$ cat config.mk
export PLATFORM = sky130hd
export DESIGN_NAME = z_ordered_circle_hit_table_flat
export DESIGN_NICKNAME = d
export VERILOG_FILES = /design/src/rtl/core/zoht_pkg.sv /design/src/rtl/core/zoht_in_if.sv /design/src/rtl/core/zoht_out_if.sv /design/src/rtl/core/zoht_ctrl.sv /design/src/rtl/core/zoht_datapath.sv /design/src/rtl/core/z_ordered_circle_hit_table.sv /design/src/flat_wrapper.sv
export VERILOG_INCLUDE_DIRS = /design/src /design/src/rtl/core
export SDC_FILE = /design/constraint.sdc
export NUM_CORES = 2
export LEC_CHECK = 0
export BUFFER_PORTS_ARGS = -buffer_cell sky130_fd_sc_hd__buf_2
export CAP_MARGIN = 10
export CORE_MARGIN = 3
export CORE_UTILIZATION = 45
export DETAILED_ROUTE_END_ITERATION = 8
export GPL_TIMING_DRIVEN = 0
export PLACE_DENSITY_LB_ADDON = 0.25
export SKIP_LAST_GASP = 1
export SYNTH_ARGS = -nofsm -noshare
export SYNTH_HDL_FRONTEND = slang
export SYNTH_HIERARCHICAL = 1
export SYNTH_SLANG_ARGS = --single-unit
$ cat constraint.sdc
create_clock -name clk -period 5.9 [get_ports clk]
set_input_delay 0.295 -clock clk [delete_from_list [all_inputs] [get_ports clk]]
set_output_delay 0.295 -clock clk [all_outputs]
set_load 0.005 [all_outputs]
$ cat src/rtl/core/z_ordered_circle_hit_table_assert.svh
`ifndef Z_ORDERED_CIRCLE_HIT_TABLE_ASSERT_SVH
`define Z_ORDERED_CIRCLE_HIT_TABLE_ASSERT_SVH

// Both macros expect clk and rst_n in the scope where they are used.
`define ZOHT_ASSERT_SAME(label, ante, cons) \
    label: assert property (@(posedge clk) disable iff (!rst_n) (ante) |-> (cons)) \
        else $error("zoht assertion failed");

`define ZOHT_ASSERT_NEXT(label, ante, cons) \
    label: assert property (@(posedge clk) disable iff (!rst_n) (ante) |=> (cons)) \
        else $error("zoht assertion failed");

`endif

$ cat src/rtl/core/zoht_pkg.sv
`timescale 1ns / 1ps
`default_nettype none

package zoht_pkg;

    localparam int DEPTH_DEF       = 32;
    localparam int COORD_BITS_DEF  = 12;
    localparam int RADIUS_BITS_DEF = 10;

    localparam int FUNC_BITS   = 3;
    localparam int STATUS_BITS = 2;
    localparam int INDEX_BITS  = 5;
    localparam int COUNT_BITS  = 6;

    typedef enum logic [FUNC_BITS-1:0] {
        FN_MOVE      = 3'd0,
        FN_PRESS     = 3'd1,
        FN_RELEASE   = 3'd2,
        FN_DEL_HOVER = 3'd3,
        FN_DEL_LAST  = 3'd4,
        FN_APPEND    = 3'd5,
        FN_INSERT    = 3'd6
    } func_t;

    typedef enum logic [STATUS_BITS-1:0] {
        ST_DONE      = 2'd0,
        ST_FULL      = 2'd1,
        ST_NO_DELETE = 2'd2,
        ST_NOW_EMPTY = 2'd3
    } status_t;

    typedef struct packed {
        logic load;
        logic dispatch;
        logic walk;
        logic finish;
    } dp_cmd_t;

    typedef struct packed {
        logic needs_walk;
        logic walk_done;
        logic found;
        logic pipe_busy;
    } dp_stat_t;

endpackage

`default_nettype wire

$ cat src/rtl/core/zoht_in_if.sv
`timescale 1ns / 1ps
`default_nettype none

interface zoht_in_if
    import zoht_pkg::*;
#(
    parameter int COORD_BITS  = COORD_BITS_DEF,
    parameter int RADIUS_BITS = RADIUS_BITS_DEF
);
    logic                   valid;
    logic                   ready;
    logic [FUNC_BITS-1:0]   func;
    logic [COORD_BITS-1:0]  pos_x;
    logic [COORD_BITS-1:0]  pos_y;
    logic [RADIUS_BITS-1:0] new_radius;

    modport source (
        output valid,
        output func,
        output pos_x,
        output pos_y,
        output new_radius,
        input  ready
    );

    modport sink (
        input  valid,
        input  func,
        input  pos_x,
        input  pos_y,
        input  new_radius,
        output ready
    );
endinterface

`default_nettype wire

$ cat src/rtl/core/zoht_out_if.sv
`timescale 1ns / 1ps
`default_nettype none

interface zoht_out_if
    import zoht_pkg::*;
();
    logic                   valid;
    logic                   ready;
    logic [STATUS_BITS-1:0] status;
    logic                   hover_valid;
    logic [INDEX_BITS-1:0]  hover_index;
    logic                   grab_valid;
    logic [COUNT_BITS-1:0]  circle_count;

    modport source (
        output valid,
        output status,
        output hover_valid,
        output hover_index,
        output grab_valid,
        output circle_count,
        input  ready
    );

    modport sink (
        input  valid,
        input  status,
        input  hover_valid,
        input  hover_index,
        input  grab_valid,
        input  circle_count,
        output ready
    );
endinterface

`default_nettype wire

$ cat src/rtl/core/zoht_ctrl.sv
`timescale 1ns / 1ps
`default_nettype none

module zoht_ctrl
    import zoht_pkg::*;
(
    input  logic     clk,
    input  logic     rst_n,
    input  logic     in_valid,
    output logic     in_ready,
    output logic     out_valid,
    input  logic     out_ready,
    output dp_cmd_t  cmd,
    input  dp_stat_t stat
);

    typedef enum logic [5:0] {
        S_IDLE     = 6'b000001,
        S_DISPATCH = 6'b000010,
        S_WALK     = 6'b000100,
        S_DRAIN    = 6'b001000,
        S_FINISH   = 6'b010000,
        S_RESULT   = 6'b100000
    } state_t;

    state_t state_reg;
    state_t state_next;

    always_comb
    begin
        state_next = state_reg;
        cmd        = '0;
        unique case (state_reg)
            S_IDLE:
            begin
                if (in_valid)
                begin
                    cmd.load   = 1'b1;
                    state_next = S_DISPATCH;
                end
            end
            S_DISPATCH:
            begin
                cmd.dispatch = 1'b1;
                state_next   = stat.needs_walk ? S_WALK : S_RESULT;
            end
            S_WALK:
            begin
                cmd.walk = 1'b1;
                if (stat.walk_done || stat.found)
                begin
                    state_next = S_DRAIN;
                end
            end
            S_DRAIN:
            begin
                if (!stat.pipe_busy)
                begin
                    state_next = S_FINISH;
                end
            end
            S_FINISH:
            begin
                cmd.finish = 1'b1;
                state_next = S_RESULT;
            end
            S_RESULT:
            begin
                if (out_ready)
                begin
                    state_next = S_IDLE;
                end
            end
            default:
            begin
                state_next = S_IDLE;
            end
        endcase
    end

    always_ff @(posedge clk or negedge rst_n)
    begin
        if (!rst_n)
        begin
            state_reg <= S_IDLE;
        end
        else
        begin
            state_reg <= state_next;
        end
    end

    assign in_ready  = (state_reg == S_IDLE);
    assign out_valid = (state_reg == S_RESULT);

endmodule

`default_nettype wire

$ cat src/rtl/core/zoht_datapath.sv
`timescale 1ns / 1ps
`default_nettype none

module zoht_datapath
    import zoht_pkg::*;
#(
    parameter int DEPTH       = DEPTH_DEF,
    parameter int COORD_BITS  = COORD_BITS_DEF,
    parameter int RADIUS_BITS = RADIUS_BITS_DEF
)
(
    input  logic                   clk,
    input  logic                   rst_n,
    input  dp_cmd_t                cmd,
    output dp_stat_t               stat,
    input  logic [FUNC_BITS-1:0]   func,
    input  logic [COORD_BITS-1:0]  pos_x,
    input  logic [COORD_BITS-1:0]  pos_y,
    input  logic [RADIUS_BITS-1:0] new_radius,
    output logic [STATUS_BITS-1:0] status,
    output logic                   hover_valid,
    output logic [INDEX_BITS-1:0]  hover_index,
    output logic                   grab_valid,
    output logic [COUNT_BITS-1:0]  circle_count
);

    localparam int AW    = $clog2(DEPTH);
    localparam int CW    = $clog2(DEPTH + 1);
    localparam int SQ_W  = 2 * COORD_BITS;
    localparam int RSQ_W = 2 * RADIUS_BITS;
    localparam int CMP_W = (SQ_W + 1 > RSQ_W) ? SQ_W + 1 : RSQ_W;

    logic [COORD_BITS-1:0]  x_mem [DEPTH];
    logic [COORD_BITS-1:0]  y_mem [DEPTH];
    logic [RADIUS_BITS-1:0] r_mem [DEPTH];

    func_t                  func_reg;
    logic [COORD_BITS-1:0]  x_reg;
    logic [COORD_BITS-1:0]  y_reg;
    logic [RADIUS_BITS-1:0] r_reg;

    logic [CW-1:0] count_reg, count_next;
    logic          hv_reg, hv_next;
    logic [AW-1:0] hp_reg, hp_next;
    logic          gv_reg, gv_next;
    logic [AW-1:0] gp_reg, gp_next;
    status_t       status_reg, status_next;
    logic          found_reg, found_next;
    logic [AW-1:0] idx_reg, idx_next;
    logic [CW-1:0] rem_reg, rem_next;
    logic [AW-1:0] pos_reg, pos_next;
    logic          v1_reg, v1_next;
    logic          v2_reg, v2_next;
    logic          v3_reg, v3_next;

    logic [AW-1:0]          tag1_reg, tag2_reg, tag3_reg;
    logic [COORD_BITS-1:0]  rd_x_reg, rd_y_reg;
    logic [RADIUS_BITS-1:0] rd_r_reg;
    logic [COORD_BITS-1:0]  dx_reg, dy_reg;
    logic [RADIUS_BITS-1:0] rad_reg;
    logic [SQ_W-1:0]        sqx_reg, sqy_reg;
    logic [RSQ_W-1:0]       sqr_reg;

    logic [CW-1:0] hp_ext;
    logic [CW-1:0] gp_ext;
    logic [CW-1:0] cnt_m1;
    logic [CW-1:0] ins_pos_w;
    logic          hover_live;
    logic          full;
    logic          issue;
    logic          hit;
    logic          shift_wr;

    logic                   wr_en;
    logic                   wr_r_en;
    logic [AW-1:0]          wr_addr;
    logic [COORD_BITS-1:0]  wr_x;
    logic [COORD_BITS-1:0]  wr_y;
    logic [RADIUS_BITS-1:0] wr_r;

    assign hp_ext     = CW'(hp_reg);
    assign gp_ext     = CW'(gp_reg);
    assign cnt_m1     = count_reg - CW'(1);
    assign hover_live = hv_reg && (hp_ext < count_reg);
    assign full       = (count_reg == CW'(DEPTH));
    assign ins_pos_w  = hover_live ? (hp_ext + CW'(1)) : '0;
    assign issue      = cmd.walk && (rem_reg != '0) && !found_reg;
    assign hit        = v3_reg && !found_reg &&
                        ((CMP_W'(sqx_reg) + CMP_W'(sqy_reg)) <= CMP_W'(sqr_reg));
    assign shift_wr   = v1_reg && (func_reg != FN_MOVE);

    assign stat.needs_walk = (func_reg == FN_MOVE) ||
                             ((func_reg == FN_DEL_HOVER) && hover_live) ||
                             ((func_reg == FN_INSERT) && !full);
    assign stat.walk_done  = (rem_reg == '0);
    assign stat.found      = found_reg;
    assign stat.pipe_busy  = v1_reg || v2_reg || v3_reg;

    always_comb
    begin
        count_next  = count_reg;
        hv_next     = hv_reg;
        hp_next     = hp_reg;
        gv_next     = gv_reg;
        gp_next     = gp_reg;
        status_next = status_reg;
        found_next  = found_reg;
        idx_next    = idx_reg;
        rem_next    = rem_reg;
        pos_next    = pos_reg;
        v1_next     = issue;
        v2_next     = v1_reg && (func_reg == FN_MOVE);
        v3_next     = v2_reg;

        if (cmd.load)
        begin
            found_next  = 1'b0;
            status_next = ST_DONE;
        end

        if (cmd.dispatch)
        begin
            unique case (func_reg)
                FN_MOVE:
                begin
                    hv_next  = 1'b0;
                    hp_next  = '0;
                    idx_next = cnt_m1[AW-1:0];
                    rem_next = count_reg;
                end
                FN_PRESS:
                begin
                    if (gv_reg)
                    begin
                        gv_next = 1'b0;
                        gp_next = '0;
                    end
                    else
                    begin
                        gv_next = hv_reg;
                        gp_next = hv_reg ? hp_reg : '0;
                    end
                end
                FN_RELEASE:
                begin
                    gv_next = 1'b0;
                    gp_next = '0;
                end
                FN_DEL_HOVER:
                begin
                    gv_next = 1'b0;
                    gp_next = '0;
                    if (hover_live)
                    begin
                        idx_next = AW'(hp_ext + CW'(1));
                        rem_next = cnt_m1 - hp_ext;
                    end
                    else
                    begin
                        status_next = ST_NO_DELETE;
                    end
                end
                FN_DEL_LAST:
                begin
                    gv_next = 1'b0;
                    gp_next = '0;
                    if (count_reg == '0)
                    begin
                        status_next = ST_NO_DELETE;
                    end
                    else
                    begin
                        count_next = cnt_m1;
                        if (hv_reg && (hp_ext >= cnt_m1))
                        begin
                            hv_next = 1'b0;
                            hp_next = '0;
                        end
                        status_next = (cnt_m1 == '0) ? ST_NOW_EMPTY : ST_DONE;
                    end
                end
                FN_APPEND:
                begin
                    gv_next = 1'b0;
                    gp_next = '0;
                    if (full)
                    begin
                        status_next = ST_FULL;
                    end
                    else
                    begin
                        count_next = count_reg + CW'(1);
                    end
                end
                FN_INSERT:
                begin
                    gv_next = 1'b0;
                    gp_next = '0;
                    if (full)
                    begin
                        status_next = ST_FULL;
                    end
                    else
                    begin
                        pos_next = ins_pos_w[AW-1:0];
                        idx_next = cnt_m1[AW-1:0];
                        rem_next = count_reg - ins_pos_w;
                    end
                end
                default:
                begin
                    gv_next = 1'b0;
                    gp_next = '0;
                end
            endcase
        end

        if (issue)
        begin
            idx_next = (func_reg == FN_DEL_HOVER) ? (idx_reg + AW'(1)) : (idx_reg - AW'(1));
            rem_next = rem_reg - CW'(1);
        end

        // Entries arrive top first, so the first hit is the topmost circle.
        if (hit)
        begin
            found_next = 1'b1;
            hv_next    = 1'b1;
            hp_next    = tag3_reg;
        end

        if (cmd.finish)
        begin
            if (func_reg == FN_DEL_HOVER)
            begin
                count_next  = cnt_m1;
                hv_next     = 1'b0;
                hp_next     = '0;
                status_next = (cnt_m1 == '0) ? ST_NOW_EMPTY : ST_DONE;
            end
            else if (func_reg == FN_INSERT)
            begin
                count_next = count_reg + CW'(1);
            end
        end
    end

    always_comb
    begin
        wr_en   = 1'b0;
        wr_r_en = 1'b0;
        wr_addr = '0;
        wr_x    = x_reg;
        wr_y    = y_reg;
        wr_r    = r_reg;
        priority if (shift_wr)
        begin
            wr_en   = 1'b1;
            wr_r_en = 1'b1;
            wr_addr = (func_reg == FN_DEL_HOVER) ? (tag1_reg - AW'(1)) : (tag1_reg + AW'(1));
            wr_x    = rd_x_reg;
            wr_y    = rd_y_reg;
            wr_r    = rd_r_reg;
        end
        else if (cmd.dispatch && (func_reg == FN_MOVE) && gv_reg && (gp_ext < count_reg))
        begin
            wr_en   = 1'b1;
            wr_addr = gp_reg;
        end
        else if (cmd.dispatch && (func_reg == FN_APPEND) && !full)
        begin
            wr_en   = 1'b1;
            wr_r_en = 1'b1;
            wr_addr = count_reg[AW-1:0];
        end
        else if (cmd.finish && (func_reg == FN_INSERT))
        begin
            wr_en   = 1'b1;
            wr_r_en = 1'b1;
            wr_addr = pos_reg;
        end
    end

    always_ff @(posedge clk)
    begin
        if (wr_en)
        begin
            x_mem[wr_addr] <= wr_x;
            y_mem[wr_addr] <= wr_y;
        end
        if (wr_r_en)
        begin
            r_mem[wr_addr] <= wr_r;
        end
        rd_x_reg <= x_mem[idx_reg];
        rd_y_reg <= y_mem[idx_reg];
        rd_r_reg <= r_mem[idx_reg];
    end

    always_ff @(posedge clk)
    begin
        if (cmd.load)
        begin
            x_reg <= pos_x;
            y_reg <= pos_y;
            r_reg <= new_radius;
        end
        tag1_reg <= idx_reg;
        tag2_reg <= tag1_reg;
        tag3_reg <= tag2_reg;
        dx_reg   <= (x_reg >= rd_x_reg) ? (x_reg - rd_x_reg) : (rd_x_reg - x_reg);
        dy_reg   <= (y_reg >= rd_y_reg) ? (y_reg - rd_y_reg) : (rd_y_reg - y_reg);
        rad_reg  <= rd_r_reg;
        sqx_reg  <= SQ_W'(dx_reg) * SQ_W'(dx_reg);
        sqy_reg  <= SQ_W'(dy_reg) * SQ_W'(dy_reg);
        sqr_reg  <= RSQ_W'(rad_reg) * RSQ_W'(rad_reg);
    end

    always_ff @(posedge clk or negedge rst_n)
    begin
        if (!rst_n)
        begin
            func_reg   <= FN_MOVE;
            count_reg  <= '0;
            hv_reg     <= 1'b0;
            hp_reg     <= '0;
            gv_reg     <= 1'b0;
            gp_reg     <= '0;
            status_reg <= ST_DONE;
            found_reg  <= 1'b0;
            idx_reg    <= '0;
            rem_reg    <= '0;
            pos_reg    <= '0;
            v1_reg     <= 1'b0;
            v2_reg     <= 1'b0;
            v3_reg     <= 1'b0;
        end
        else
        begin
            if (cmd.load)
            begin
                func_reg <= func_t'(func);
            end
            count_reg  <= count_next;
            hv_reg     <= hv_next;
            hp_reg     <= hp_next;
            gv_reg     <= gv_next;
            gp_reg     <= gp_next;
            status_reg <= status_next;
            found_reg  <= found_next;
            idx_reg    <= idx_next;
            rem_reg    <= rem_next;
            pos_reg    <= pos_next;
            v1_reg     <= v1_next;
            v2_reg     <= v2_next;
            v3_reg     <= v3_next;
        end
    end

    assign status       = status_reg;
    assign hover_valid  = hv_reg;
    assign hover_index  = hv_reg ? INDEX_BITS'(hp_reg) : '0;
    assign grab_valid   = gv_reg;
    assign circle_count = COUNT_BITS'(count_reg);

endmodule

`default_nettype wire

$ cat src/rtl/core/z_ordered_circle_hit_table.sv
// Button, delete last, append and refused events: the result word is offered straight after
// dispatch, with no table walk.
// Pointer move: the hit test reads one entry per cycle of the N circles held, top entry first.
// Delete hovered and insert: the K entries being shifted are walked, then the pipeline drains.
// One word is in flight at a time; the next is accepted once the result word is taken.
// Reset (rst_n, asynchronous, active low) empties the table and clears hover and grab.
`timescale 1ns / 1ps
`default_nettype none

`include "z_ordered_circle_hit_table_assert.svh"

module z_ordered_circle_hit_table
    import zoht_pkg::*;
#(
    parameter int DEPTH       = DEPTH_DEF,
    parameter int COORD_BITS  = COORD_BITS_DEF,
    parameter int RADIUS_BITS = RADIUS_BITS_DEF
)
(
    input  logic        clk,
    input  logic        rst_n,
    zoht_in_if.sink     req,
    zoht_out_if.source  rsp
);

    dp_cmd_t  cmd;
    dp_stat_t stat;

    zoht_ctrl u_ctrl (
        .clk       (clk),
        .rst_n     (rst_n),
        .in_valid  (req.valid),
        .in_ready  (req.ready),
        .out_valid (rsp.valid),
        .out_ready (rsp.ready),
        .cmd       (cmd),
        .stat      (stat)
    );

    zoht_datapath #(
        .DEPTH       (DEPTH),
        .COORD_BITS  (COORD_BITS),
        .RADIUS_BITS (RADIUS_BITS)
    ) u_datapath (
        .clk          (clk),
        .rst_n        (rst_n),
        .cmd          (cmd),
        .stat         (stat),
        .func         (req.func),
        .pos_x        (req.pos_x),
        .pos_y        (req.pos_y),
        .new_radius   (req.new_radius),
        .status       (rsp.status),
        .hover_valid  (rsp.hover_valid),
        .hover_index  (rsp.hover_index),
        .grab_valid   (rsp.grab_valid),
        .circle_count (rsp.circle_count)
    );

    `ZOHT_ASSERT_NEXT(a_busy_after_accept, req.valid && req.ready, !req.ready && !rsp.valid)
    `ZOHT_ASSERT_SAME(a_one_word_in_flight, rsp.valid, !req.ready)
    `ZOHT_ASSERT_SAME(a_no_grab_on_table_status, rsp.valid && (rsp.status != ST_DONE), !rsp.grab_valid)

endmodule

`default_nettype wire
$ cat src/flat_wrapper.sv
// flat-port wrapper written by rule: the top's interface ports become plain ports
module z_ordered_circle_hit_table_flat import zoht_pkg::*;
#(
    parameter int DEPTH       = DEPTH_DEF,
    parameter int COORD_BITS  = COORD_BITS_DEF,
    parameter int RADIUS_BITS = RADIUS_BITS_DEF
)
  (clk, rst_n, req_valid, req_func, req_pos_x, req_pos_y, req_new_radius, req_ready, rsp_valid, rsp_status, rsp_hover_valid, rsp_hover_index, rsp_grab_valid, rsp_circle_count, rsp_ready);
  zoht_in_if #(.COORD_BITS(COORD_BITS), .RADIUS_BITS(RADIUS_BITS)) req_i ();
  zoht_out_if rsp_i ();
  input  logic clk;
  input  logic rst_n;
  input wire logic [$bits(req_i.valid)-1:0] req_valid;
  input wire logic [$bits(req_i.func)-1:0] req_func;
  input wire logic [$bits(req_i.pos_x)-1:0] req_pos_x;
  input wire logic [$bits(req_i.pos_y)-1:0] req_pos_y;
  input wire logic [$bits(req_i.new_radius)-1:0] req_new_radius;
  output wire logic [$bits(req_i.ready)-1:0] req_ready;
  output wire logic [$bits(rsp_i.valid)-1:0] rsp_valid;
  output wire logic [$bits(rsp_i.status)-1:0] rsp_status;
  output wire logic [$bits(rsp_i.hover_valid)-1:0] rsp_hover_valid;
  output wire logic [$bits(rsp_i.hover_index)-1:0] rsp_hover_index;
  output wire logic [$bits(rsp_i.grab_valid)-1:0] rsp_grab_valid;
  output wire logic [$bits(rsp_i.circle_count)-1:0] rsp_circle_count;
  input wire logic [$bits(rsp_i.ready)-1:0] rsp_ready;
  assign req_i.valid = req_valid;
  assign req_i.func = req_func;
  assign req_i.pos_x = req_pos_x;
  assign req_i.pos_y = req_pos_y;
  assign req_i.new_radius = req_new_radius;
  assign req_ready = req_i.ready;
  assign rsp_valid = rsp_i.valid;
  assign rsp_status = rsp_i.status;
  assign rsp_hover_valid = rsp_i.hover_valid;
  assign rsp_hover_index = rsp_i.hover_index;
  assign rsp_grab_valid = rsp_i.grab_valid;
  assign rsp_circle_count = rsp_i.circle_count;
  assign rsp_i.ready = rsp_ready;
  z_ordered_circle_hit_table #(.DEPTH(DEPTH), .COORD_BITS(COORD_BITS), .RADIUS_BITS(RADIUS_BITS)) u_core (.clk(clk), .rst_n(rst_n), .req(req_i), .rsp(rsp_i));
endmodule
# --- Word-level counts from Yosys, hierarchy flattened ---
# Memories as Yosys holds them, arrays and structs flattened. A register that Yosys moved wholly into a read port is not among the register bits.
# Index checks and enable logic that the tools add are counted.
word_totals:
  ff_bits: 200
  ram_bits: 1088
  inputBits: 41
  output_inout_bits: 17
  elab_cells: 191
  memories: 3
memory_table:
  columns: ["name", "words", "word_bits", "rd", "rd_clocked_by_memory_dff", "write_ports", "line", "rtl"]
  rows:
  - ["u_core.u_datapath.x_mem", 32, 12, 1, 1, 1, "zoht_datapath.sv:33", "logic [COORD_BITS-1:0] x_mem [DEPTH];"]
  - ["u_core.u_datapath.y_mem", 32, 12, 1, 1, 1, "zoht_datapath.sv:34", "logic [COORD_BITS-1:0] y_mem [DEPTH];"]
  - ["u_core.u_datapath.r_mem", 32, 10, 1, 1, 1, "zoht_datapath.sv:35", "logic [RADIUS_BITS-1:0] r_mem [DEPTH];"]
classes:
  addsub: 15
  mul: 3
  magnitude_cmp: 6
  n_eq_ne: 18
  mux: 80
  n_bitwise: 2
  n_reduce_logical: 37
ops:
  columns: ["operator", "count"]
  rows:
  - ["6-bit 2-to-1 mux", 16]
  - ["5-bit 2-to-1 mux", 18]
  - ["12-bit by 12-bit multiplier with 24-bit output", 2]
  - ["12-bit 2-to-1 mux", 4]
  - ["12-bit subtractor", 4]
  - ["6-bit case mux with 6 select lines", 1]
  - ["24-bit by 24-bit adder with 25-bit output", 1]
  - ["25-bit by 20-bit less-or-equal comparator with 1-bit output", 1]
  - ["12-bit greater-or-equal comparator", 2]
  - ["1-bit 2-to-1 mux", 24]
  - ["10-bit by 10-bit multiplier with 20-bit output", 1]
  - ["5-bit case mux with 2 select lines", 2]
  - ["6-bit logical NOT", 3]
  - ["6-bit case mux with 3 select lines", 1]
  - ["1-bit logical AND", 16]
  - ["2-bit 2-to-1 mux", 8]
  - ["5-bit case mux with 3 select lines", 1]
  - ["6-bit equality test (second input constant)", 2]
  - ["5-bit by 6-bit < comparator with 1-bit output", 2]
  - ["6-bit case mux with 2 select lines", 1]
  - ["6-bit by 1-bit subtractor with 6-bit output (second input constant)", 2]
  - ["5-bit by 1-bit adder with 5-bit output (second input constant)", 2]
  - ["10-bit 2-to-1 mux", 1]
  - ["5-bit by 1-bit subtractor with 5-bit output (second input constant)", 2]
  - ["30 further kinds", 44]

# --- Longest topological paths before layout ---
depth:
  ltp_word: 10
  mapped_depth: 23
  ltp_nobuf: 22

# --- Hierarchy ---
# The synthesis kept the hierarchy.
by_module_without_submodules:
  columns: ["module", "instances", "cells_each", "area_per_inst_um2", "seq_area_each_um2"]
  rows:
  - ["zoht_datapath", 1, 4053, 63387.0, 37731.2]
  - ["zoht_ctrl", 1, 46, 411.6, 151.4]

# --- Worst setup path before layout ---
# OpenSTA, ideal clock, no wires.
synth_path:
  path_type: "flip-flop to flip-flop"
  startpoint: "register u_core.u_datapath.dx_reg[6]"
  endpoint: "register u_core.u_datapath.sqx_reg[23]"
  t_arrival_ps: 5172
  required_time_ps: 5769
  path_slack_ps: 597
  stages_incl_launch_ff: 21
  path_buffers: 2
  cell_sequence: "dfxtp_1 > clkbuf_1 > nand2_1 > fa_1 > inv_1 > fa_1 > fa_1 > fa_1 > inv_1 > fa_1 > inv_1 > ha_1 > clkbuf_1 > nand3_1 > a211oi_1 > o2111ai_1 > a311oi_1 > o21ai_0 > a21boi_1 > mux2i_1 > o311ai_1"
synth_via:
  elab_chain_len: 1
synth_rtl:
  columns: ["element", "line", "rtl"]
  rows:
  - ["start, declared", "zoht_datapath.sv:59", "logic [COORD_BITS-1:0] dx_reg, dy_reg;"]
  - ["start signal, assigned", "zoht_datapath.sv:311", "dx_reg <= (x_reg >= rd_x_reg) ? (x_reg - rd_x_reg) : (rd_x_reg - x_reg);"]
  - ["12-bit by 12-bit multiplier with 24-bit output", "zoht_datapath.sv:314", "sqx_reg <= SQ_W'(dx_reg) * SQ_W'(dx_reg);"]
  - ["end signal, assigned", "zoht_datapath.sv:314", null]
  - ["end, declared", "zoht_datapath.sv:61", "logic [SQ_W-1:0] sqx_reg, sqy_reg;"]
# No other way between the ends.
# A chain may end at the register's enable or synchronous reset.

# --- Worst setup path in the final report ---
layout_path:
  startpoint: "register u_core.u_datapath.dx_reg[4]"
  endpoint: "register u_core.u_datapath.sqx_reg[23]"
# The elaborated chain is that of the path after synthesis.

==> run metrics <==
clk_lat worst skew 770 ps; routed len/inst 23.5 um; register area 0.0379 mm2; FMAX 174 MHz; TritonCTS Sinks 1319; R2R Setup Slk 160 ps; Syn Nets 4633; worst reg2reg path startpoint u_core/u_datapath/dx_reg[4]; Detail Placement HPWL 108000 um; Setup Crit Path Kind register to register; setup_tns 0 ps; Die Area 0.146 mm2; r2r endpoint u_core/u_datapath/sqx_reg[23]; Period Utilization, post-route 0.974; critical-path maximum fanout 10; Top Registers u_core/u_datapath/x_mem: 384 flops, u_core/u_datapath/y_mem: 384 flops, u_core/u_datapath/r_mem: 320 flops; largest stage delay on the critical path 540 ps; syn avg cell area 15.6 um2; cells on worst reg2reg path 23; # Max-Cap Violations 0; Final nets 4936; Synth Flop Type edfxtp_1; largest net degree at the start of global routing 50; Core Area 0.140 mm2; Final Util 0.520; FP Rows 137; library cells used by synthesis 91; vias per cell 5.56; initial antenna violation count 2; RSZ-0062 raised after global routing yes; Relative slew margins 0.142; total gr overflow 0; Worst Setup EP u_core/u_datapath/sqx_reg[23]; worst path arrival time 6380 ps; Slew @ Worst Pin 1280 ps; Worst path slowest cell fa_1; Slew Viols, Final 0; CP startpoint kind register; Post-Synthesis Cells 4099; min Tclk post-route 5740 ps; Hold Startpoint req_pos_x[8]; Die Y 383 um; routability congestion estimate 0.877; most used cell, CP inv_1; worst path required time 6540 ps; post-route DRC violation count 0; mapped cell area 0.0638 mm2; Port-buffer cells 57; total CTS buffers 135; hold_ws 245 ps; synth-to-layout area growth 14.3%; share of cells above drive strength 1 0.188; CTS tree built; die width 383 um; final-report hold violation count 0; Critical path origin u_core/u_datapath/dx_reg[4]; status finished, final reports clean; Multi-input gate area 0.0240 mm2; drt total wl 150000 um; I/O pin count 58; via count 35535; async set-reset flop share out of synthesis 0.0371; clk buf depth 3; Final setup viols 0; number of global-route vias before repair 36077; placement-stage cell area 0.0680 mm2; Clock transition at path regs 60 ps; Final ANT Viol Nets 0; crit path cell chain clkbuf_4 > inv_1 > nor2_1 > inv_1 > fa_1 > inv_1 > ha_1 > a21oi_1 > fa_1 > inv_1 > fa_1 > inv_1 > fa_1 > inv_1 > ha_1 > nand3_1 > a211oi_2 > o2111ai_1 > a311oi_2 > o21ai_1 > a21boi_1 > mux2i_1 > o311ai_1; DRT iter0 DRCs 3058; H-tree depth 4; HP Class primary input to register; Initial Util 0.455; TritonRoute pass-1 iters 6; post-route cell area 0.0729 mm2; sequential cell area fraction in the yosys report 0.594; global-route usage over all layers 0.207; first-pass GRT wire length 227000 um; Max Clock Skew 24.7 ps; Post-synth EDFFs 1122; Root Driver clkbuf_16; YS warnings 6; Crit. End Element register; #FFs+latches synth 1319; Fillers 11583
critical path, delay by kind of cell (launching register included):
family	cells	cell delay (ps)
adder cells (fa/ha/maj)	6	2700
AO/OA/AOI/OAI	7	1400
AND/OR/NAND/NOR	2	320
multiplexers	1	210
buffers and inverters	7	650
flip-flops	1	330
repair_timing:
item,in CTS,in global routing
pin swaps,1,4
gates resized for setup,31,36
hold buffers,40,1
hold endpoints to repair,88,11
setup endpoints to repair,9,8
cloned,0,0
buffers inserted,0,1
cells by family after synthesis:
family | share of synthesized area
flip-flops | 0.594
AND/OR/NAND/NOR | 0.0533
buffers and inverters | 0.0357
adder cells (fa/ha/maj) | 0.121
AO/OA/AOI/OAI | 0.0453
multiplexers | 0.133
XOR/XNOR | 0.0178
how the worst min path moves through the flow:
stage,endpoint,slack (ps),cells after the start
after global placement,u_core/u_datapath/tag3_reg[4],310,0
after floorplan,u_core/u_ctrl/state_reg[1],-0.6,0
after global routing,u_core/u_datapath/y_reg[10],210,2
final,u_core/u_datapath/x_reg[8],240,2
after CTS,u_core/u_datapath/r_reg[6],170,2
after detailed placement,u_core/u_datapath/tag3_reg[0],310,0
cells in the mapped netlist, drive strengths merged (37+ instances only):
library cell  instances  area [um2]
edfxtp             1122       33700
nand2               230         866
dfrtp                48        1200
nand3                37         185
xnor2                99         867
dfxtp               148        2960
clkbuf              121         455
and2                116         728
o21ai               106         542
mux4                340        7660
ha                  283        3540
inv                 442        1660
a21o                 58         435
mux2                 49         552
a21oi               119         599
nor2                161         607
fa                  210        4200
cells in the final DEF, fill, tap and decap left out, types with 126 or more instances in the layout:
master and count:
clkbuf_16 137, edfxtp_1 1122, mux4_2 340, nand2_1 229, clkbuf_1 137, ha_1 283, dfxtp_1 142, inv_1 439
fa_1 210, nor2_1 126
stage by stage:
| stage | worst slack, ps | instances |
|---|---|---|
| 6_report | 156 | 6387 |
| 3_5_place_dp | -431 | 6095 |
| 4_1_cts | 0.842 | 6378 |
| 5_1_grt | -138 | 6386 |
| 2_1_floorplan | 597 | 4099 |
| 3_3_place_gp | -1970 | 6032 |
routing by layer:
metal  GRT usage  part of all wire  vias up
met4      0.0493             0.020        0
met5           0                 0        -
met2       0.360              0.51     1099
li1            -                 -    15822
met3      0.0364             0.061      208
met1       0.273              0.41    18406
final cells by class:
class                           instances  area share
Tap cell                             1876      0.0322
Sequential cell                      1319       0.520
Clock buffer                          187      0.0507
Timing Repair Buffer                  169      0.0282
Clock inverter                         58     0.00765
Inverter                              442      0.0228
Antenna cell                            1   0.0000343
Buffer                                153     0.00913
Multi-Input combinational cell       2182       0.330
Power is left out: the tool's default activity adds up to more than one toggle a clock period on the data nets, which glitch-free logic cannot reach.
